`src/rtl/core/assert_macros.svh`:
```
// Assertion macros shared by the mixer RTL.
`ifndef ASSERT_MACROS_SVH
`define ASSERT_MACROS_SVH
`ifndef SYNTH
// same-cycle implication
`define ASSERT_IMPLIES(label, clk, rst, ante, cons) \
   label: assert property (@(posedge clk) disable iff (rst) (ante) |-> (cons)) \
      else $error("assertion failed");
// next-cycle implication
`define ASSERT_NEXT(label, clk, rst, ante, cons) \
   label: assert property (@(posedge clk) disable iff (rst) (ante) |=> (cons)) \
      else $error("assertion failed");
`else
`define ASSERT_IMPLIES(label, clk, rst, ante, cons)
`define ASSERT_NEXT(label, clk, rst, ante, cons)
`endif
`endif

```
`src/rtl/core/mvrm_voice_table.sv`:
```
// Voice table memory: one write port, one registered read port.
module mvrm_voice_table #(
   parameter int DEPTH = 8,
   parameter int WIDTH = 131
) (
   input  logic                                 clock,
   input  logic                                 wr_en,
   input  logic [(DEPTH > 1 ? $clog2(DEPTH) : 1)-1:0] wr_addr,
   input  logic [WIDTH-1:0]                     wr_data,
   input  logic                                 rd_en,
   input  logic [(DEPTH > 1 ? $clog2(DEPTH) : 1)-1:0] rd_addr,
   output logic [WIDTH-1:0]                     rd_data
);
   logic [WIDTH-1:0] mem_ff [DEPTH];
   logic [WIDTH-1:0] rd_data_ff;

   always_ff @(posedge clock) begin
      if (wr_en) begin
         mem_ff[wr_addr] <= wr_data;
      end
      if (rd_en) begin
         rd_data_ff <= mem_ff[rd_addr];
      end
   end

   assign rd_data = rd_data_ff;
endmodule

```
`config.mk`:
```
export PLATFORM = sky130hd
export DESIGN_NAME = mvrm_voice_table
export DESIGN_NICKNAME = d
export VERILOG_FILES = /design/src/rtl/core/assert_macros.svh /design/src/rtl/core/mvrm_voice_table.sv
export SDC_FILE = /design/constraint.sdc
export NUM_CORES = 1
export LEC_CHECK = 0
export BUFFER_PORTS_ARGS = -buffer_cell sky130_fd_sc_hd__buf_4
export CAP_MARGIN = 0
export CORE_MARGIN = 1.5
export CORE_UTILIZATION = 35
export DETAILED_ROUTE_END_ITERATION = 12
export GPL_ROUTABILITY_DRIVEN = 0
export RECOVER_POWER = 100
export SKIP_LAST_GASP = 1
export SLEW_MARGIN = 20
export SYNTH_ARGS = -nofsm -noshare
export SYNTH_HDL_FRONTEND = slang
export SYNTH_SLANG_ARGS = --single-unit
export TNS_END_PERCENT = 30
```
`constraint.sdc`:
```
create_clock -name clock -period 15.1 [get_ports clock]
set_input_delay 1.51 -clock clock [delete_from_list [all_inputs] [get_ports clock]]
set_output_delay 1.51 -clock clock [all_outputs]
set_load 0.02 [all_outputs]
```
==> impl_metrics.py, run 1 <==
metrics = {
    "setup_path": {
        "crit_required_ns": 15.54,
        "end_kind": "register",
        "worst_setup_path_start_kind": "input pin",
        "worst-r2r-cell-count": 2,
        "critPathArrivalTime_ns": 8.75,
        "worstReg2RegEnd": "rd_data[28]",
        "reg2reg_from": "mem_ff[6][28]",
        "reg2reg_slack_ns": 13.60,
        "cp_max_fo": 69,
        "critical_path_class": "input pin to register",
    },
    "synth": {
        "synth-edff-count": 1179,
        "synth.most_common_cell": "edfxtp_1",
        "synth_top_area_frac": 0.818,
        "synth-seq-cells": 1179,
        "synthFlopType": "edfxtp_1",
        "syn-num-nets": 1798,
        "synth_common_cells": "edfxtp_1, mux4_2, mux2_2, buf_2, buf_6",
        "synth.top_cells.by_area": "edfxtp_1, mux4_2, mux2_2, buf_6, buf_2",
        "yosysUniqueCellTypes": 11,
        "synth_area_leader_cell": "edfxtp_1",
        "yosys_warnings": 0,
        "synthCells": 1658,
        "syn_area_per_cell_um2": 26.1,
        "netlist_area_mm2": 0.0433,
        "yosysSeqAreaShare": 0.818,
        "async_flop_share": 0,
    },
    "die": {
        "start_util": 0.354,
        "coreArea_mm2": 0.122,
        "rows": 128,
        "die-area_mm2": 0.126,
        "die_w_um": 355,
        "ios": 271,
        "die_y_um": 355,
    },
    "layout": {
        "final-seq-area_mm2": 0.0354,
        "areaGrowthSynthToFinish_pct": 15.6,
        "fin_nets": 2155,
        "final_area_mm2": 0.0500,
        "fin_cells": 3741,
        "multi_input_area_mm2": 0.00745,
        "fillCellCount": 10692,
        "drive_above_1_share": 0.269,
    },
    "timing": {
        "max_freq_mhz": 120,
        "fin_skew_ns": 0.0218,
        "holdWs_ns": 0.743,
        "worst_pin_slew_ns": 6.26,
        "min_period_over_period": 0.550,
        "setup_tns_ns": 0,
        "setup_viol": 0,
        "relSlewSlack": -3.17,
        "hold_violations": 0,
        "grt_setup_unrepaired": "false",
        "slew_viol_final": 1181,
        "fin_crit_ns": 8.31,
    },
    "clocking": {
        "cts_tree": "done",
        "clock-sinks": 1179,
        "numCtsBuffers": 121,
        "root_buffer": "clkbuf_16",
        "cts_resized": 0,
        "cts_buffer_depth": 3,
        "clk_pin_slew_ns": 0.06,
        "cts_hold_buf": 0,
        "postCtsSetupBuffers": 0,
        "h-tree-depth": 3,
        "clock_latency_ns": 0.70,
    },
    "routing": {
        "drc": 0,
        "avgRoutedWirePerCell_um": 24.8,
        "wl_um": 92900,
        "dr.pass1.iters": 5,
        "drtAntennaViolNets": 0,
        "vias_per_cell": 4.96,
        "vias": 18554,
        "first_iter_violations": 1356,
    },
    "place": {
        "dp_cells": 3517,
        "numPortBuffers": 270,
        "placed_area_mm2": 0.0473,
        "place_hpwl_um": 49000,
    },
    "global_route": {
        "grt_pass1_wl_um": 137000,
        "antenna_found_initial": 14,
        "grt_usage": 0.149,
        "grt_max_degree": 105,
        "grt_pass1_vias": 20289,
        "grt_overflow": 0,
    },
    "pwr": {
        "vdd_drop_max_mv": 0.0986,
        "p_leak_nw": 15.3,
        "power.total_w": 0.00707,
        "p_per_area_mw_per_mm2": 141,
    },
    "status": {
        "violations": "capacitance limit, slew limit",
        "status": "complete, but fails checks",
    },
    "min_path": {
        "holdPathStages": 2,
        "hold_start": "mem_ff[7][68]",
        "hp-class": "register to register",
        "holdPathEnd": "rd_data[68]",
    },
    "run": {
        "maxCapViolations": 26,
    },
}
[state kept, by name (all words and copies together), names as in the netlist]
name	cells
mem_ff	1048
rd_data	131
[layout by cell type, fill, tap and decap left out]
cell,Yosys,layout
buf_4,0,14
buf_6,20,1
buf_8,0,1
bufinv_16,0,13
clkbuf_1,19,311
clkbuf_16,0,123
clkbuf_4,0,1
clkinv_1,0,32
clkinv_2,0,20
clkinv_4,0,1
clkinv_8,0,4
clkinvlp_4,0,3
diode_2,0,2
edfxtp_1,1179,1179
inv_6,0,4
inv_8,0,1
mux2_1,0,13
mux2_2,131,118
mux4_2,262,262
nand2_1,2,2
nand2b_1,3,3
nor2_1,6,4
nor2_4,0,2
nor3_1,2,2
[routing by layer]
| metal | global-route usage | part of all wire | vias up |
|---|---|---|---|
| li1 | - | - | 7881 |
| met2 | 0.244 | 0.49 | 461 |
| met5 | 0 | 0.0013 | - |
| met3 | 0.0338 | 0.056 | 118 |
| met1 | 0.202 | 0.44 | 10074 |
| met4 | 0.0370 | 0.016 | 20 |
[worst max-delay path, stage by stage]
cell      delay (ns)
clkbuf_1        4.31
buf_4           1.19
buf_4           0.75
mux4_2          0.58
mux2_2          0.27
[cells by family (layout without fill, tap and decap cells)]
group	Yosys count	after routing	synth area share
buf+inv	73	529	0.0105
flops	1179	1179	0.818
other cells	0	2	0
mux	393	393	0.170
simple gates	13	13	0.00136
[power by group]
| part | total [W] | internal, W | switching [W] |
|---|---|---|---|
| Clock | 0.00293 | 0.00171 | 0.00122 |
| Combinational | 0.000357 | 0.000143 | 0.000213 |
| Sequential | 0.00378 | 0.00375 | 0.0000351 |
[worst max-delay path by stage]
stage / start / to / depth (start not counted)
after floorplan: wr_addr[0] / mem_ff[0][0] / 1
after global placement: rd_addr[0] / rd_data[63] / 5
after detailed placement: rd_addr[0] / rd_data[96] / 5
after CTS: rd_addr[0] / rd_data[96] / 5
after global routing: rd_addr[0] / rd_data[84] / 5
final: rd_addr[0] / rd_data[56] / 5
[final cells by class]
| class | instances | area share |
|---|---|---|
| Antenna cell | 2 | 0.000100 |
| Clock buffer | 144 | 0.0631 |
| Clock inverter | 78 | 0.0151 |
| Multi-Input combinational cell | 406 | 0.149 |
| Sequential cell | 1179 | 0.708 |
| Tap cell | 1625 | 0.0406 |
| Timing Repair Buffer | 307 | 0.0245 |
[stage by stage]
stage | setup WS, ns | utilization
detailed placement | 9.98 | 0.387
finish | 6.79 | 0.409
CTS | 10.77 | 0.419
global route | 5.62 | 0.409
floorplan | 3.77 | -
global placement | 10.06 | 0.387
Power figures use the tool's default switching activity.
==> run 2: changes to the inputs <==
- clock period: 15.1 -> 7.5 ns (I/O delays scaled with it)
==> run 2 against run 1 <==
  * The flow still finishes with violations (capacitance limit, slew limit)
  * Clock skew decreased by 0.0025 ns
  * Register-to-register slack worse by 7.6 ns
  * Hold slack worse by 0.39 ns
  * Cell area is 0.15% higher
  * Global-route usage fell by 0.054 points
  * Critical path depth is the same
  * Combinational power increased by 110%
  * Flip-flop and latch count unchanged
  * First-iteration DRC count up 4.1%
  * Highest routed layer unchanged
==> impl_metrics.py, run 2 (synthesis results as in run 1) <==
metrics = {
    "timing": {
        "worst_pin_slew_ns": 3.91,
        "hold_violations": 0,
        "slew_viol_final": 987,
        "min_period_over_period": 0.650,
        "fin_crit_ns": 4.87,
        "max_freq_mhz": 205,
        "fin_skew_ns": 0.0192,
        "worst_slack_ns": 2.63,
        "grt_setup_unrepaired": "false",
        "relSlewSlack": -1.60,
        "setup_viol": 0,
    },
    "pwr": {
        "vdd_drop_max_mv": 0.243,
        "power.total_w": 0.0142,
        "p_leak_nw": 15.4,
        "p_per_area_mw_per_mm2": 284,
    },
    "routing": {
        "top_layer": "met5",
        "drc": 0,
        "routed-wl-met3_um": 5620,
        "drtAntennaViolNets": 0,
        "vias_per_cell": 4.93,
        "dr.pass1.iters": 5,
        "wirelength_met1_um": 39500,
        "first_iter_violations": 1412,
        "wl_um": 93000,
        "avgRoutedWirePerCell_um": 24.8,
        "wl_met2_um": 45800,
        "vias": 18454,
    },
    "layout": {
        "layout_common_cells": "edfxtp_1, clkbuf_1, mux4_2",
        "final_common_cell": "edfxtp_1",
        "drive_above_1_share": 0.280,
        "regMostFlops": "mem_ff",
        "areaGrowthSynthToFinish_pct": 15.7,
        "largest_register_ffs": 1048,
        "fin_nets": 2154,
        "final-seq-area_mm2": 0.0354,
        "fillCellCount": 10690,
        "multi_input_area_mm2": 0.00749,
    },
    "setup_path": {
        "worst_setup_path_start_kind": "input pin",
        "end_kind": "register",
        "reg2reg_from": "mem_ff[6][47]",
        "crit_required_ns": 7.77,
        "cp_max_fo": 38,
        "critical_path_class": "input pin to register",
        "critPathArrivalTime_ns": 5.14,
        "critPathLaunch": "wr_en",
    },
    "clocking": {
        "cts_resized": 0,
        "clk_pin_slew_ns": 0.06,
        "root_buffer": "clkbuf_16",
        "cts_tree": "done",
        "cts_hold_buf": 0,
        "clock-sinks": 1179,
        "h-tree-depth": 3,
        "clock_latency_ns": 0.74,
        "postCtsSetupBuffers": 0,
        "cts_buffer_depth": 3,
        "numCtsBuffers": 121,
    },
    "die": {
        "rows": 128,
        "start_util": 0.354,
        "coreArea_mm2": 0.122,
        "die_w_um": 355,
        "die_y_um": 355,
        "die-area_mm2": 0.126,
        "ios": 271,
    },
    "status": {
        "violations": "capacitance limit, slew limit",
        "status": "complete, but fails checks",
    },
    "run": {
        "maxCapViolations": 22,
    },
    "global_route": {
        "grt_max_degree": 115,
        "grt_overflow": 0,
        "grt_pass1_vias": 20395,
        "grt_usage": 0.148,
        "antenna_found_initial": 14,
        "grt_pass1_wl_um": 136000,
    },
    "place": {
        "dp_slack_ns": 3.74,
        "place_hpwl_um": 47100,
        "numPortBuffers": 270,
    },
    "min_path": {
        "hp-class": "input pin to register",
        "hold_start": "wr_data[56]",
    },
}
-- run 2: cell types whose count changed in the layout (fill, tap and decap cells not counted), moves of 3 or more --
cell        previous run  this run
mux2_1                13         4
nor2_1                 4         0
nor2_4                 2         6
clkinv_8               4         0
clkinvlp_4             3         6
clkinv_1              32        28
clkbuf_2               0         4
clkbuf_1             311       305
mux2_2               118       127
inv_6                  4         8
-- run 2: worst max-delay path: stages --
cell,delay [ns]
clkbuf_4,0.11
nand2_1,0.19
nor3_1,0.26
clkbuf_1,1.43
clkbuf_1,2.31
-- run 2: path summary, 6_finish.rpt --
path	endpoint	slack [ns]	cells after the start
worst min-delay path	mem_ff[0][56]	0.36	1
worst max register to register	rd_data[47]	6.05	2
worst max-delay path	mem_ff[4][113]	2.63	5
worst min register to register	rd_data[49]	0.75	2
-- run 2: power breakdown --
group / internal, W / total [W] / leakage, nW / switching, W
sequential: 0.00754 / 0.00761 / 10.8 / 0.0000669
clock: 0.00342 / 0.00590 / 1.90 / 0.00249
combinational: 0.000300 / 0.000734 / 2.68 / 0.000433
-- run 2: layout make-up --
class / count / share of cell area
diodes: 2 / 0.0000999
clock buffers: 147 / 0.0632
repair buffers: 306 / 0.0253
multi-input cells: 406 / 0.150
flip-flops and latches: 1179 / 0.707
clock inverters: 77 / 0.0147
well taps: 1625 / 0.0406
-- run 2: metrics by stage --
stage	instances	TNS [ns]	area, µm²	hold WS, ns	utilization
6_report	3742	0	50100	0.355	0.410
4_1_cts	3740	0	51200	0.151	0.419
3_3_place_gp	3516	0	47300	0.735	0.387
2_1_floorplan	1658	-402.46	43300	0.732	-
3_5_place_dp	3516	0	47300	0.744	0.387
5_1_grt	3741	0	50100	0.322	0.410
-- run 2: per-layer routing --
| layer | track usage | up-vias |
|---|---|---|
| li1 | - | 7882 |
| met1 | 0.194 | 9989 |
| met2 | 0.245 | 437 |
| met3 | 0.0368 | 124 |
| met4 | 0.0438 | 22 |
| met5 | 0 | - |
==> run 3: changes to the inputs <==
- clock period: 7.5 -> 4.25 ns (I/O delays scaled with it)
==> run 3 against run 2 <==
  * The flow still finishes with violations (capacitance limit, slew limit)
  * Die area did not move
  * Hold slack got worse by 0.13 ns
  * Combinational power rose by 89%
  * Total power rose by 76%
  * Cell count rose by 3.6%
  * Sequential power rose by 76%
  * Clock power rose by 75%
  * Cell area rose by 3.0%
  * Setup slack got worse by 1.2 ns
  * Critical path depth fell by 1
==> impl_metrics.py, run 3 (synthesis results as in run 1) <==
metrics = {
    "clocking": {
        "clock-sinks": 1179,
        "clk_pin_slew_ns": 0.06,
        "numCtsBuffers": 119,
        "cts_tree": "done",
        "h-tree-depth": 3,
        "root_buffer": "clkbuf_16",
        "cts_resized": 0,
        "clock_latency_ns": 0.74,
        "cts_buffer_depth": 3,
    },
    "timing": {
        "worst_slack_ns": 1.45,
        "hold_violations": 0,
        "setup_tns_ns": 0,
        "grt_setup_unrepaired": "false",
        "min_period_over_period": 0.660,
        "fin_crit_ns": 2.80,
        "setup_viol": 0,
        "worst_pin_slew_ns": 2.76,
        "slew_viol_final": 426,
        "fin_skew_ns": 0.0219,
        "max_freq_mhz": 357,
        "relSlewSlack": -0.847,
    },
    "global_route": {
        "grt_overflow": 0,
        "antenna_found_initial": 8,
        "grt_max_degree": 86,
        "grt_pass1_vias": 21141,
        "grt_pass1_wl_um": 139000,
        "grt_usage": 0.150,
    },
    "setup_path": {
        "crit_chain": "buf_4, nand2b_1, nor2_1, buf_12",
        "slowest_stage": "nor2_1",
        "path_buf_inv": 2,
        "critPathArrivalTime_ns": 3.21,
        "critPathTopFamily": "simple AND/OR/NAND/NOR gates",
        "cpPeakStageDelay_ns": 2.02,
        "critical_path_class": "input pin to register",
        "cp_max_fo": 45,
        "end_kind": "register",
        "crit_required_ns": 4.66,
        "worst_setup_path_start_kind": "input pin",
    },
    "pwr": {
        "p_clk_frac": 0.410,
        "p_sw_w": 0.00529,
        "p_leak_nw": 16.0,
        "vdd_drop_max_mv": 0.332,
        "p_seq_frac": 0.535,
        "p_per_area_mw_per_mm2": 487,
        "pwr-share-comb": 0.055,
        "power.total_w": 0.0251,
        "netSwitchingFraction": 0.210,
        "intPower_w": 0.0198,
    },
    "routing": {
        "vias_per_cell": 4.93,
        "avgRoutedWirePerCell_um": 24.1,
        "drtAntennaViolNets": 0,
        "first_iter_violations": 1382,
        "dr.pass1.iters": 5,
        "drc": 0,
        "wl_um": 93600,
        "vias": 19099,
    },
    "min_path": {
        "hp-class": "input pin to register",
    },
    "layout": {
        "areaGrowthSynthToFinish_pct": 19.2,
        "regMostFlops": "mem_ff",
        "final_area_mm2": 0.0516,
        "largest_register_ffs": 1048,
        "fin_nets": 2290,
        "final_common_cell": "edfxtp_1",
        "drive_above_1_share": 0.264,
        "layout_common_cells": "edfxtp_1, clkbuf_1, mux4_2",
    },
    "place": {
        "numPortBuffers": 270,
        "placed_area_mm2": 0.0476,
        "place_hpwl_um": 48300,
        "dp_slack_ns": 1.53,
    },
    "run": {
        "maxCapViolations": 11,
    },
    "status": {
        "violations": "capacitance limit, slew limit",
        "status": "complete, but fails checks",
    },
    "die": {
        "ios": 271,
        "die_w_um": 355,
        "coreArea_mm2": 0.122,
        "die-area_mm2": 0.126,
        "start_util": 0.354,
        "rows": 128,
        "die_y_um": 355,
    },
}
run 3: changes by cell type in the layout (fill, tap and decap cells not counted), moves of 4 or more:
cell / previous run / this run
mux2_1: 4 / 10
clkbuf_2: 4 / 8
clkbuf_1: 305 / 292
nor2_1: 0 / 6
buf_12: 1 / 19
buf_4: 14 / 9
nor2_4: 6 / 0
mux2_2: 127 / 121
dlygate4sd3_1: 0 / 131
run 3: area by class of cell:
cell class	instances	area [µm²]
sequential	1179	35400
multi-input combinational	406	7430
fill	10600	70600
antenna	5	12.5
clock buffer	141	3100
timing repair buffer	444	2880
tap	1625	2030
clock inverter	76	751
run 3: per-layer routing:
metal | vias up | track usage | wire [µm]
met3 | 148 | 0.0308 | 5020
met4 | 8 | 0.0450 | 1930
met2 | 484 | 0.260 | 48000
met5 | - | 0 | 54
li1 | 8164 | - | -
met1 | 10295 | 0.190 | 38600
run 3: power groups by stage:
stage	Combinational [W]	Clock, W	Sequential, W
detailed placement	0.00147	0	0.0137
global placement	0.00144	0	0.0136
CTS	0.00158	0.0106	0.0134
finish	0.00139	0.0103	0.0134
floorplan	0.000685	0	0.0138
global route	0.00151	0.0110	0.0135
run 3: repair_timing:
| item | CTS | global route |
|---|---|---|
| hold buffers | 131 | 0 |
| buffers inserted | 0 | 0 |
| hold endpoints to repair | 1048 | 0 |
run 3: worst reg2reg max path, stage by stage, from the launching register on:
cell and delay (ns):
edfxtp_1 0.37, mux4_2 0.46, mux2_1 0.35
run 3: path summary, 6_finish.rpt:
check / slack, ns / depth (start not counted) / startpoint / endpoint
setup / recovery: 1.45 / 4 / wr_addr[0] / mem_ff[6][43]
hold / removal: 0.23 / 1 / rd_en / rd_data[124]
setup reg to reg: 2.80 / 2 / mem_ff[6][1] / rd_data[1]
hold reg to reg: 0.75 / 2 / mem_ff[4][37] / rd_data[37]
run 3: through the flow:
step                hold WS (ns)  instances  utilization
floorplan                  0.524       1658            -
global placement           0.649       3523        0.389
detailed placement         0.659       3523        0.389
CTS                        0.182       3871        0.432
global route               0.212       3874        0.422
finish                     0.226       3876        0.422
