<file path="src/rtl/core/assert_macros.svh">
// Assertion macros shared by the mixer RTL.
`ifndef ASSERT_MACROS_SVH
`define ASSERT_MACROS_SVH
`ifndef SYNTH
// same-cycle implication
`define ASSERT_IMPLIES(label, clk, rst, ante, cons) \
   label: assert property (@(posedge clk) disable iff (rst) (ante) |-> (cons)) \
      else $error("assertion failed");
// next-cycle implication
`define ASSERT_NEXT(label, clk, rst, ante, cons) \
   label: assert property (@(posedge clk) disable iff (rst) (ante) |=> (cons)) \
      else $error("assertion failed");
`else
`define ASSERT_IMPLIES(label, clk, rst, ante, cons)
`define ASSERT_NEXT(label, clk, rst, ante, cons)
`endif
`endif

</file>
<file path="src/rtl/core/mvrm_pkg.sv">
// Shared types and constants of the resampling mixer.
package mvrm_pkg;
   localparam int DEF_VOICE_COUNT   = 8;
   localparam int DEF_SAMPLE_WORDS  = 65536;
   localparam int DEF_FRACTION_BITS = 16;

   localparam int TYPE_W  = 3;
   localparam int VIDX_W  = 3;
   localparam int BASE_W  = 18;
   localparam int LEN_W   = 19;
   localparam int STEP_W  = 24;
   localparam int GAIN_W  = 16;
   localparam int MADDR_W = 16;
   localparam int MWORD_W = 32;
   localparam int SAMP_W  = 16;
   localparam int MASK_W  = 8;

   localparam int REQ_DATA_W = 152;
   localparam int RSP_DATA_W = 40;

   localparam logic [TYPE_W-1:0] REQ_PLAY   = 3'd0;
   localparam logic [TYPE_W-1:0] REQ_STOP   = 3'd1;
   localparam logic [TYPE_W-1:0] REQ_VOLUME = 3'd2;
   localparam logic [TYPE_W-1:0] REQ_STEP   = 3'd3;
   localparam logic [TYPE_W-1:0] REQ_LOAD   = 3'd4;
   localparam logic [TYPE_W-1:0] REQ_MIX    = 3'd5;

   typedef struct packed {
      logic [TYPE_W-1:0]  kind;
      logic [VIDX_W-1:0]  voice;
      logic [BASE_W-1:0]  base;
      logic [LEN_W-1:0]   len;
      logic               stereo;
      logic               wide;
      logic               loop;
      logic [STEP_W-1:0]  step;
      logic [GAIN_W-1:0]  gain_l;
      logic [GAIN_W-1:0]  gain_r;
      logic [MADDR_W-1:0] maddr;
      logic [MWORD_W-1:0] mword;
   } req_word_type;

   typedef struct packed {
      logic [BASE_W-1:0] base;
      logic [LEN_W-1:0]  len;
      logic              stereo;
      logic              wide;
      logic              loop;
      logic [STEP_W-1:0] step;
      logic [GAIN_W-1:0] gain_l;
      logic [GAIN_W-1:0] gain_r;
   } voice_cfg_type;

   localparam int CFG_W = $bits(voice_cfg_type);

   typedef struct packed {
      logic signed [SAMP_W-1:0] left;
      logic signed [SAMP_W-1:0] right;
      logic                     frame_valid;
      logic [MASK_W-1:0]        mask;
   } mix_result_type;
endpackage

</file>
<file path="src/rtl/core/mvrm_sequencer.sv">
// Command sequencer: voice table read-modify-write, sample fetch, interpolation and mixing.
module mvrm_sequencer #(
   parameter int VOICE_COUNT   = mvrm_pkg::DEF_VOICE_COUNT,
   parameter int SAMPLE_WORDS  = mvrm_pkg::DEF_SAMPLE_WORDS,
   parameter int FRACTION_BITS = mvrm_pkg::DEF_FRACTION_BITS
) (
   input  logic                   clock,
   input  logic                   reset,
   input  logic                   in_valid,
   output logic                   in_ready,
   input  mvrm_pkg::req_word_type in_word,
   output logic                   res_valid,
   input  logic                   res_ready,
   output mvrm_pkg::mix_result_type res,
   output logic                   tbl_wr_en,
   output logic [(VOICE_COUNT > 1 ? $clog2(VOICE_COUNT) : 1)-1:0] tbl_wr_addr,
   output logic [mvrm_pkg::CFG_W+mvrm_pkg::LEN_W+FRACTION_BITS-1:0] tbl_wr_data,
   output logic                   tbl_rd_en,
   output logic [(VOICE_COUNT > 1 ? $clog2(VOICE_COUNT) : 1)-1:0] tbl_rd_addr,
   input  logic [mvrm_pkg::CFG_W+mvrm_pkg::LEN_W+FRACTION_BITS-1:0] tbl_rd_data,
   output logic                   smem_wr_en,
   output logic [$clog2(SAMPLE_WORDS)-1:0] smem_wr_addr,
   output logic [mvrm_pkg::MWORD_W-1:0] smem_wr_data,
   output logic                   smem_rd_en,
   output logic [$clog2(SAMPLE_WORDS)-1:0] smem_rd_addr,
   input  logic [mvrm_pkg::MWORD_W-1:0] smem_rd_data
);
   import mvrm_pkg::*;

   localparam int VW         = (VOICE_COUNT > 1) ? $clog2(VOICE_COUNT) : 1;
   localparam int F          = FRACTION_BITS;
   localparam int POS_W      = LEN_W + F;
   localparam int ENT_W      = CFG_W + POS_W;
   localparam int WA         = $clog2(SAMPLE_WORDS);
   localparam int AB         = WA + 2;
   localparam int IDX_W      = LEN_W + 1;
   localparam int ASUM_W     = IDX_W + 3;
   localparam int WRAP_STEPS = STEP_W - F + 1;
   localparam int KW         = (WRAP_STEPS > 1) ? $clog2(WRAP_STEPS) : 1;
   localparam int REM_W      = POS_W + WRAP_STEPS;
   localparam int MA_W       = 18;
   localparam int MB_W       = (F + 2 > 17) ? F + 2 : 17;
   localparam int PROD_W     = MA_W + MB_W;
   localparam int LSUM_W     = PROD_W + 1;
   localparam int ACC_W      = 20;

   localparam logic [3:0] S_IDLE     = 4'd0;
   localparam logic [3:0] S_EXEC     = 4'd1;
   localparam logic [3:0] S_RMW      = 4'd2;
   localparam logic [3:0] S_VOICE    = 4'd3;
   localparam logic [3:0] S_ENTRY    = 4'd4;
   localparam logic [3:0] S_FSETUP   = 4'd5;
   localparam logic [3:0] S_RD_ISSUE = 4'd6;
   localparam logic [3:0] S_RD_CAP   = 4'd7;
   localparam logic [3:0] S_MUL      = 4'd8;
   localparam logic [3:0] S_ACC      = 4'd9;
   localparam logic [3:0] S_ADV      = 4'd10;
   localparam logic [3:0] S_WRAP     = 4'd11;
   localparam logic [3:0] S_WB       = 4'd12;
   localparam logic [3:0] S_DONE     = 4'd13;

   function automatic logic signed [16:0] narrow_smp(input logic [7:0] b);
      return $signed({1'b0, b, 8'h00}) - 17'sd32767;
   endfunction

   function automatic logic signed [16:0] wide_smp(input logic [7:0] hi, input logic [7:0] lo);
      return $signed({hi[7], hi, lo});
   endfunction

   // control
   logic [3:0]       state_ff, state_in;
   logic [VOICE_COUNT-1:0] active_ff, active_in;
   logic [VOICE_COUNT-1:0] playing_ff, playing_in;
   // payload
   req_word_type     cmd_ff, cmd_in;
   logic [VW-1:0]    vcnt_ff, vcnt_in;
   voice_cfg_type    cfg_ff, cfg_in;
   logic [POS_W-1:0] pos_ff, pos_in;
   logic             sel_ff, sel_in;
   logic [1:0]       byte_ff, byte_in;
   logic [1:0][3:0][7:0] bytes_ff, bytes_in;
   logic [1:0]       silent_ff, silent_in;
   logic [AB-1:0]    faddr_ff, faddr_in;
   logic [2:0]       mstep_ff, mstep_in;
   logic signed [PROD_W-1:0] prod_ff, prod_in;
   logic signed [LSUM_W-1:0] lsum_ff, lsum_in;
   logic signed [16:0] interp_ff, interp_in;
   logic signed [SAMP_W-1:0] accl_ff, accl_in, accr_ff, accr_in;
   logic             fv_ff, fv_in;
   logic [REM_W-1:0] rem_ff, rem_in;
   logic [KW-1:0]    k_ff, k_in;

   // combinational helpers
   logic [VW+VIDX_W-1:0] voice_ext;
   logic [VW-1:0]    cmd_vaddr;
   logic             cmd_vok;
   logic [WA+MADDR_W-1:0] load_ext;
   logic             last_voice;
   logic [IDX_W-1:0] idx_raw, idx_eff, len_ext;
   logic             idx_past, wrap_ok, fr_silent;
   logic [1:0]       bpf_sh, last_byte;
   logic [ASUM_W-1:0] faddr_sum;
   logic [AB-1:0]    baddr;
   logic [7:0]       lane_byte;
   logic signed [16:0] a_l, a_r, b_l, b_r;
   logic [F-1:0]     frac;
   logic [F:0]       wone;
   logic signed [MA_W-1:0] op_a;
   logic signed [MB_W-1:0] op_b;
   logic signed [LSUM_W-1:0] lsum_t, lsum_adj;
   logic signed [PROD_W-1:0] prod_adj, prod_sh;
   logic signed [ACC_W-1:0] gain_x, acc_sel, acc_sum;
   logic signed [SAMP_W-1:0] acc_sat;
   logic [POS_W:0]   psum;
   logic [REM_W-1:0] modk, rem_nx;
   voice_cfg_type    cfg_new, cfg_mod;
   logic [VOICE_COUNT+MASK_W-1:0] mask_ext;

   assign voice_ext = {{VW{1'b0}}, cmd_ff.voice};
   assign cmd_vaddr = voice_ext[VW-1:0];
   assign cmd_vok   = ({3'b000, cmd_ff.voice} < 6'(VOICE_COUNT));
   assign load_ext  = {{WA{1'b0}}, cmd_ff.maddr};
   assign last_voice = (vcnt_ff == VW'(VOICE_COUNT - 1));

   // frame index and byte address of the frame being set up
   assign wrap_ok  = cfg_ff.loop && (cfg_ff.len != '0);
   assign idx_raw  = {1'b0, pos_ff[POS_W-1:F]} + {{(IDX_W-1){1'b0}}, sel_ff};
   assign len_ext  = {1'b0, cfg_ff.len};
   assign idx_past = (idx_raw >= len_ext);
   assign fr_silent = idx_past && !wrap_ok;
   // position stays below the loop length, so one step past the end wraps to frame 0
   assign idx_eff  = idx_past ? '0 : idx_raw;
   always_comb begin
      unique case ({cfg_ff.stereo, cfg_ff.wide})
         2'b00:   begin bpf_sh = 2'd0; last_byte = 2'd0; end
         2'b01:   begin bpf_sh = 2'd1; last_byte = 2'd1; end
         2'b10:   begin bpf_sh = 2'd1; last_byte = 2'd1; end
         default: begin bpf_sh = 2'd2; last_byte = 2'd3; end
      endcase
   end
   assign faddr_sum = ASUM_W'(cfg_ff.base) + (ASUM_W'(idx_eff) << bpf_sh);
   assign baddr = faddr_ff + AB'(byte_ff);

   always_comb begin
      unique case (baddr[1:0])
         2'd0:    lane_byte = smem_rd_data[7:0];
         2'd1:    lane_byte = smem_rd_data[15:8];
         2'd2:    lane_byte = smem_rd_data[23:16];
         default: lane_byte = smem_rd_data[31:24];
      endcase
   end

   // sample decode for both frames
   always_comb begin
      if (silent_ff[0]) begin
         a_l = '0;
         a_r = '0;
      end else if (cfg_ff.wide) begin
         a_l = wide_smp(bytes_ff[0][1], bytes_ff[0][0]);
         a_r = cfg_ff.stereo ? wide_smp(bytes_ff[0][3], bytes_ff[0][2]) : a_l;
      end else begin
         a_l = narrow_smp(bytes_ff[0][0]);
         a_r = cfg_ff.stereo ? narrow_smp(bytes_ff[0][1]) : a_l;
      end
      if (silent_ff[1]) begin
         b_l = '0;
         b_r = '0;
      end else if (cfg_ff.wide) begin
         b_l = wide_smp(bytes_ff[1][1], bytes_ff[1][0]);
         b_r = cfg_ff.stereo ? wide_smp(bytes_ff[1][3], bytes_ff[1][2]) : b_l;
      end else begin
         b_l = narrow_smp(bytes_ff[1][0]);
         b_r = cfg_ff.stereo ? narrow_smp(bytes_ff[1][1]) : b_l;
      end
   end

   // shared multiplier operands
   assign frac = pos_ff[F-1:0];
   assign wone = (F+1)'(1 << F) - {1'b0, frac};
   always_comb begin
      unique case (mstep_ff)
         3'd0:    begin op_a = MA_W'(a_l); op_b = $signed(MB_W'(wone)); end
         3'd1:    begin op_a = MA_W'(b_l); op_b = $signed(MB_W'(frac)); end
         3'd2:    begin op_a = MA_W'(interp_ff); op_b = $signed(MB_W'(cfg_ff.gain_l)); end
         3'd3:    begin op_a = MA_W'(a_r); op_b = $signed(MB_W'(wone)); end
         3'd4:    begin op_a = MA_W'(b_r); op_b = $signed(MB_W'(frac)); end
         default: begin op_a = MA_W'(interp_ff); op_b = $signed(MB_W'(cfg_ff.gain_r)); end
      endcase
   end

   // truncating divides toward zero
   assign lsum_t   = lsum_ff + LSUM_W'(prod_ff);
   assign lsum_adj = lsum_t + $signed({{(LSUM_W-F){1'b0}}, {F{lsum_t[LSUM_W-1]}}});
   assign prod_adj = prod_ff + $signed({{(PROD_W-14){1'b0}}, {14{prod_ff[PROD_W-1]}}});
   assign prod_sh  = prod_adj >>> 14;
   assign gain_x   = prod_sh[ACC_W-1:0];
   assign acc_sel  = ACC_W'((mstep_ff == 3'd2) ? accl_ff : accr_ff);
   assign acc_sum  = acc_sel + gain_x;
   always_comb begin
      if (acc_sum > 20'sd32767) begin
         acc_sat = 16'sh7FFF;
      end else if (acc_sum < -20'sd32768) begin
         acc_sat = 16'sh8000;
      end else begin
         acc_sat = acc_sum[SAMP_W-1:0];
      end
   end

   assign psum   = {1'b0, pos_ff} + (POS_W+1)'(cfg_ff.step);
   assign modk   = REM_W'({cfg_ff.len, {F{1'b0}}}) << k_ff;
   assign rem_nx = (rem_ff >= modk) ? (rem_ff - modk) : rem_ff;

   always_comb begin
      cfg_new.base   = cmd_ff.base;
      cfg_new.len    = cmd_ff.len;
      cfg_new.stereo = cmd_ff.stereo;
      cfg_new.wide   = cmd_ff.wide;
      cfg_new.loop   = cmd_ff.loop;
      cfg_new.step   = cmd_ff.step;
      cfg_new.gain_l = cmd_ff.gain_l;
      cfg_new.gain_r = cmd_ff.gain_r;
      cfg_mod = tbl_rd_data[CFG_W-1:0];
      if (cmd_ff.kind == REQ_VOLUME) begin
         cfg_mod.gain_l = cmd_ff.gain_l;
         cfg_mod.gain_r = cmd_ff.gain_r;
      end else begin
         cfg_mod.step = cmd_ff.step;
      end
   end

   always_comb begin
      state_in   = state_ff;
      active_in  = active_ff;
      playing_in = playing_ff;
      cmd_in     = cmd_ff;
      vcnt_in    = vcnt_ff;
      cfg_in     = cfg_ff;
      pos_in     = pos_ff;
      sel_in     = sel_ff;
      byte_in    = byte_ff;
      bytes_in   = bytes_ff;
      silent_in  = silent_ff;
      faddr_in   = faddr_ff;
      mstep_in   = mstep_ff;
      prod_in    = prod_ff;
      lsum_in    = lsum_ff;
      interp_in  = interp_ff;
      accl_in    = accl_ff;
      accr_in    = accr_ff;
      fv_in      = fv_ff;
      rem_in     = rem_ff;
      k_in       = k_ff;
      in_ready   = 1'b0;
      res_valid  = 1'b0;
      tbl_wr_en  = 1'b0;
      tbl_wr_addr = cmd_vaddr;
      tbl_wr_data = {POS_W'(0), cfg_new};
      tbl_rd_en  = 1'b0;
      tbl_rd_addr = cmd_vaddr;
      smem_wr_en = 1'b0;
      smem_wr_addr = load_ext[WA-1:0];
      smem_wr_data = cmd_ff.mword;
      smem_rd_en = 1'b0;
      smem_rd_addr = baddr[AB-1:2];

      unique case (state_ff)
         S_IDLE: begin
            in_ready = 1'b1;
            if (in_valid) begin
               cmd_in   = in_word;
               state_in = S_EXEC;
            end
         end
         S_EXEC: begin
            fv_in    = (cmd_ff.kind == REQ_MIX);
            state_in = S_DONE;
            unique case (cmd_ff.kind)
               REQ_PLAY: begin
                  if (cmd_vok) begin
                     tbl_wr_en = 1'b1;
                     active_in[cmd_vaddr]  = 1'b1;
                     playing_in[cmd_vaddr] = (cmd_ff.len != '0);
                  end
               end
               REQ_STOP: begin
                  if (cmd_vok) begin
                     active_in[cmd_vaddr]  = 1'b0;
                     playing_in[cmd_vaddr] = 1'b0;
                  end
               end
               REQ_VOLUME, REQ_STEP: begin
                  if (cmd_vok) begin
                     tbl_rd_en = 1'b1;
                     state_in  = S_RMW;
                  end
               end
               REQ_LOAD: begin
                  smem_wr_en = 1'b1;
               end
               REQ_MIX: begin
                  accl_in  = '0;
                  accr_in  = '0;
                  vcnt_in  = '0;
                  state_in = S_VOICE;
               end
               default: begin
                  state_in = S_DONE;
               end
            endcase
         end
         S_RMW: begin
            tbl_wr_en   = 1'b1;
            tbl_wr_data = {tbl_rd_data[ENT_W-1:CFG_W], cfg_mod};
            state_in    = S_DONE;
         end
         S_VOICE: begin
            if (active_ff[vcnt_ff]) begin
               tbl_rd_en   = 1'b1;
               tbl_rd_addr = vcnt_ff;
               state_in    = S_ENTRY;
            end else if (last_voice) begin
               state_in = S_DONE;
            end else begin
               vcnt_in = vcnt_ff + 1'b1;
            end
         end
         S_ENTRY: begin
            cfg_in   = tbl_rd_data[CFG_W-1:0];
            pos_in   = tbl_rd_data[ENT_W-1:CFG_W];
            sel_in   = 1'b0;
            state_in = S_FSETUP;
         end
         S_FSETUP: begin
            silent_in[sel_ff] = fr_silent;
            if (fr_silent) begin
               if (sel_ff) begin
                  mstep_in = '0;
                  state_in = S_MUL;
               end else begin
                  sel_in = 1'b1;
               end
            end else begin
               faddr_in = faddr_sum[AB-1:0];
               byte_in  = '0;
               state_in = S_RD_ISSUE;
            end
         end
         S_RD_ISSUE: begin
            smem_rd_en = 1'b1;
            state_in   = S_RD_CAP;
         end
         S_RD_CAP: begin
            bytes_in[sel_ff][byte_ff] = lane_byte;
            if (byte_ff == last_byte) begin
               if (sel_ff) begin
                  mstep_in = '0;
                  state_in = S_MUL;
               end else begin
                  sel_in   = 1'b1;
                  state_in = S_FSETUP;
               end
            end else begin
               byte_in  = byte_ff + 1'b1;
               state_in = S_RD_ISSUE;
            end
         end
         S_MUL: begin
            prod_in  = op_a * op_b;
            state_in = S_ACC;
         end
         S_ACC: begin
            unique case (mstep_ff)
               3'd0, 3'd3: lsum_in = LSUM_W'(prod_ff);
               3'd1, 3'd4: begin
                  lsum_in   = lsum_t;
                  interp_in = 17'(lsum_adj >>> F);
               end
               3'd2: accl_in = acc_sat;
               default: accr_in = acc_sat;
            endcase
            if (mstep_ff == 3'd5) begin
               state_in = S_ADV;
            end else begin
               mstep_in = mstep_ff + 1'b1;
               state_in = S_MUL;
            end
         end
         S_ADV: begin
            if (wrap_ok) begin
               rem_in   = REM_W'(psum);
               k_in     = KW'(WRAP_STEPS - 1);
               state_in = S_WRAP;
            end else begin
               pos_in   = psum[POS_W] ? {POS_W{1'b1}} : psum[POS_W-1:0];
               state_in = S_WB;
            end
         end
         S_WRAP: begin
            // one compare-subtract of the shifted loop length per cycle
            rem_in = rem_nx;
            if (k_ff == '0) begin
               pos_in   = rem_nx[POS_W-1:0];
               state_in = S_WB;
            end else begin
               k_in = k_ff - 1'b1;
            end
         end
         S_WB: begin
            tbl_wr_en   = 1'b1;
            tbl_wr_addr = vcnt_ff;
            tbl_wr_data = {pos_ff, cfg_ff};
            playing_in[vcnt_ff] = (pos_ff[POS_W-1:F] < cfg_ff.len);
            if (last_voice) begin
               state_in = S_DONE;
            end else begin
               vcnt_in  = vcnt_ff + 1'b1;
               state_in = S_VOICE;
            end
         end
         S_DONE: begin
            res_valid = 1'b1;
            if (res_ready) begin
               state_in = S_IDLE;
            end
         end
         default: begin
            state_in = S_IDLE;
         end
      endcase
   end

   always_ff @(posedge clock) begin
      if (reset) begin
         state_ff   <= S_IDLE;
         active_ff  <= '0;
         playing_ff <= '0;
      end else begin
         state_ff   <= state_in;
         active_ff  <= active_in;
         playing_ff <= playing_in;
      end
   end

   always_ff @(posedge clock) begin
      cmd_ff    <= cmd_in;
      vcnt_ff   <= vcnt_in;
      cfg_ff    <= cfg_in;
      pos_ff    <= pos_in;
      sel_ff    <= sel_in;
      byte_ff   <= byte_in;
      bytes_ff  <= bytes_in;
      silent_ff <= silent_in;
      faddr_ff  <= faddr_in;
      mstep_ff  <= mstep_in;
      prod_ff   <= prod_in;
      lsum_ff   <= lsum_in;
      interp_ff <= interp_in;
      accl_ff   <= accl_in;
      accr_ff   <= accr_in;
      fv_ff     <= fv_in;
      rem_ff    <= rem_in;
      k_ff      <= k_in;
   end

   assign mask_ext        = {{MASK_W{1'b0}}, playing_ff};
   assign res.left        = fv_ff ? accl_ff : '0;
   assign res.right       = fv_ff ? accr_ff : '0;
   assign res.frame_valid = fv_ff;
   assign res.mask        = mask_ext[MASK_W-1:0];
endmodule

</file>
<file path="config.mk">
export PLATFORM = sky130hd
export DESIGN_NAME = mvrm_sequencer
export DESIGN_NICKNAME = d
export VERILOG_FILES = /design/src/rtl/core/assert_macros.svh /design/src/rtl/core/mvrm_pkg.sv /design/src/rtl/core/mvrm_sequencer.sv
export SDC_FILE = /design/constraint.sdc
export NUM_CORES = 2
export LEC_CHECK = 0
export BUFFER_PORTS_ARGS = -buffer_cell sky130_fd_sc_hd__buf_2
export CORE_MARGIN = 3
export CORE_UTILIZATION = 25
export CTS_BUF_LIST = sky130_fd_sc_hd__clkbuf_2 sky130_fd_sc_hd__clkbuf_4 sky130_fd_sc_hd__clkbuf_8
export DETAILED_ROUTE_END_ITERATION = 8
export MAX_ROUTING_LAYER = met4
export PLACE_DENSITY = 0.41
export SETUP_SLACK_MARGIN = 0.1
export SLEW_MARGIN = 20
export SYNTH_ARGS = -nofsm -noshare
export SYNTH_HDL_FRONTEND = slang
export SYNTH_SLANG_ARGS = --single-unit
</file>
<file path="constraint.sdc">
create_clock -name clock -period 29.4 [get_ports clock]
set_input_delay 2.94 -clock clock [delete_from_list [all_inputs] [get_ports clock]]
set_output_delay 2.94 -clock clock [all_outputs]
set_load 0.02 [all_outputs]
</file>
==> out/qor.yml <==
logic_synthesis:
  syn_area_mm2: 0.0465
  yosysMostFrequentCell: "edfxtp_1"
  synth_commonest_cells: "edfxtp_1 (545), inv_1 (534), nand2_1 (526), nor2_1 (388), fa_1 (305)"
  synth_seq_area_share_pct: 36.1
  postSynth.asyncResetShare_pct: 0
  synth_flop_cell: "edfxtp_1"
  synthCells: 4676
  syn-num-nets: 5595
  synthTopCellsByArea: "edfxtp_1 (35%), fa_1 (13%), ha_1 (8.0%)"
  synth_enable_flop_cells: 545
  yosys.area.top_type_share_pct: 35.2
  synth_top_area_cell: "edfxtp_1"
  synth_cell_type_count: 96
  syn_avg_cell_area_um2: 9.93
  yosys_register_bits: 565
  ys.warnings.count: 0
die:
  dieArea_mm2: 0.191
  die_x_um: 437
  dieHeight_um: 437
  io_pins: 565
  rows: 157
  initial_utilization_pct: 25.3
  core-area_mm2: 0.184
sta:
  hold_ws_ns: 0.496
  fin_crit_ns: 9.47
  max_freq_mhz: 106
  final_hold_viol_count: 0
  setup_viol: 0
  rsz0062_at_grt: "no"
  fin_ws_ns: 19.93
  drv_slew: 0
  finalSetupTns_ns: 0
  worstMarginPinSlew_ns: 1.08
  max-slew-margin-rel_pct: 27.8
  fin_skew_ns: 0.0949
  fin_crit_sh_pct: 32.2
critical_path:
  path_max_fanout: 22
  cp_slowest_stage_delay_ns: 0.81
  cp-start-kind: "flip-flop"
  cpLargestDelayFamily: "adder cells"
  crit_buf_inv: 4
  end_kind: "flip-flop"
  crit_required_ns: 30.05
  crit_arrival_ns: 10.12
  slowest_stage: "ha_1"
  criticalPathCategory: "reg2reg"
grt:
  grt_pass1_wl_um: 257000
  grt_overflow: 0
  antenna_found_initial: 19
  grtUsageTotal_pct: 18.4
  grt_max_degree: 68
  grt_pass1_vias: 38134
finish:
  area_growth_pct: 16.8
  fin_nets: 6091
  drive_gt1_share_pct: 18.0
outcome:
  status: "finished clean"
route:
  drc: 0
  vias: 37175
  wl_per_cell_um: 22.7
  ant_nets: 0
  drt_iter0_markers: 2461
  viasPerCell: 4.80
  finalWirelength_um: 176000
  first_pass_iters: 9
cts:
  clock_path_buffers: 3
  cts_num_sinks: 565
  post_cts.repair.setup_buffers: 0
  clk_pin_slew_ns: 0.06
  clock_latency_ns: 0.90
  cts_made_buffers: 113
  ctsResizeCount: 0
  cts_tree: "done"
  cts_hold_buffers: 0
  h-tree-depth: 3
  clockRootBuffer: "clkbuf_8"
hold_path:
  hold_path_class: "reg2reg"
place:
  post-dp-hpwl_um: 139000
  place.gp.congestion: 0.875
  dp_slack_ns: 19.95
  port_buffers: 564
run:
  cap_violations: 0
[through the flow]
stage | area [um2] | cells | util, %
after detailed placement | 51800 | 7521 | 28.2
final | 54300 | 7744 | 29.5
after global routing | 54300 | 7743 | 29.5
after global placement | 51800 | 7521 | 28.2
after CTS | 54200 | 7729 | 29.5
after floorplan | 46500 | 4676 | -
[cells by family after synthesis]
kind of cell    Yosys count  share of synthesized area, %
flops                   565                          36.1
xor+xnor                214                          4.03
fa+ha+maj               602                          21.1
buf+inv                 783                          6.78
simple gates           1387                          13.7
mux                     124                          3.26
compound gates         1001                          15.0
[cell usage in the layout (no fill, tap or decap), types with 37 or more instances in the layout]
master	count
mux2_2	39
nor2b_1	45
and2_1	73
o21ai_0	183
clkbuf_8	114
a222oi_1	58
a22oi_1	53
xor2_1	85
and3_1	44
a22o_1	37
buf_2	564
buf_4	64
nand2_1	521
a21oi_1	198
xnor2_1	129
o21a_1	38
nand3_1	71
ha_1	297
fa_1	305
nand2b_1	37
nor2_1	383
mux2i_1	67
inv_1	534
edfxtp_1	545
nor3_1	51
a21o_1	81
[sequential cells by signal, indices dropped and copies added, names as in the netlist, 4 cells and up, named ones only]
signal,cells
cfg_ff,96
cfg_new,96
bytes_ff,64
rem_ff,44
lsum_ff,37
prod_ff,36
pos_ff,35
smem_wr_data,32
faddr_ff,18
interp_ff,17
accl_ff,16
accr_ff,16
smem_wr_addr,16
playing_ff,8
k_ff,4
state_ff,4
[final cells by class]
type	instances	area, um2
Inverter	536	2010
Timing Repair Buffer	628	3300
Fill cell	19468	130000
Sequential cell	565	16800
Multi-Input combinational cell	3328	26700
Clock inverter	61	571
Clock buffer	147	1820
Antenna cell	15	37.5
Tap cell	2464	3080
[per-layer routing]
layer	share of wire [%]	track usage [%]
met5	0	-
met3	5.2	3.04
met4	2.9	5.25
met1	44	23.2
met2	48	30.5
[worst paths after layout]
path / start / endpoint / slack (ns) / depth (start not counted)
worst max-delay path: mstep_ff[2]$_SDFFCE_PN0P_ / prod_ff[34]$_DFFE_PP_ / 19.93 / 27
worst min-delay path: flip-flop / flip-flop / 0.50 / 2
worst max register to register: mstep_ff[2]$_SDFFCE_PN0P_ / prod_ff[34]$_DFFE_PP_ / 19.93 / 27
worst min register to register: flip-flop / flip-flop / 0.50 / 2
[worst register-to-register path, delay by kind of cell, from the launching register on]
family / cells / cell delay, ns
AOI/OAI and AO/OA: 10 / 3.41
xor gates and xnor gates: 1 / 0.09
adders and majority gates: 8 / 3.84
buffers and inverters: 4 / 0.34
DFF: 1 / 0.55
muxes: 1 / 0.15
and+or+nand+nor: 3 / 0.85
Power is not shown: default switching activity piles up to over one toggle a cycle in this logic, so the estimate is an artifact.
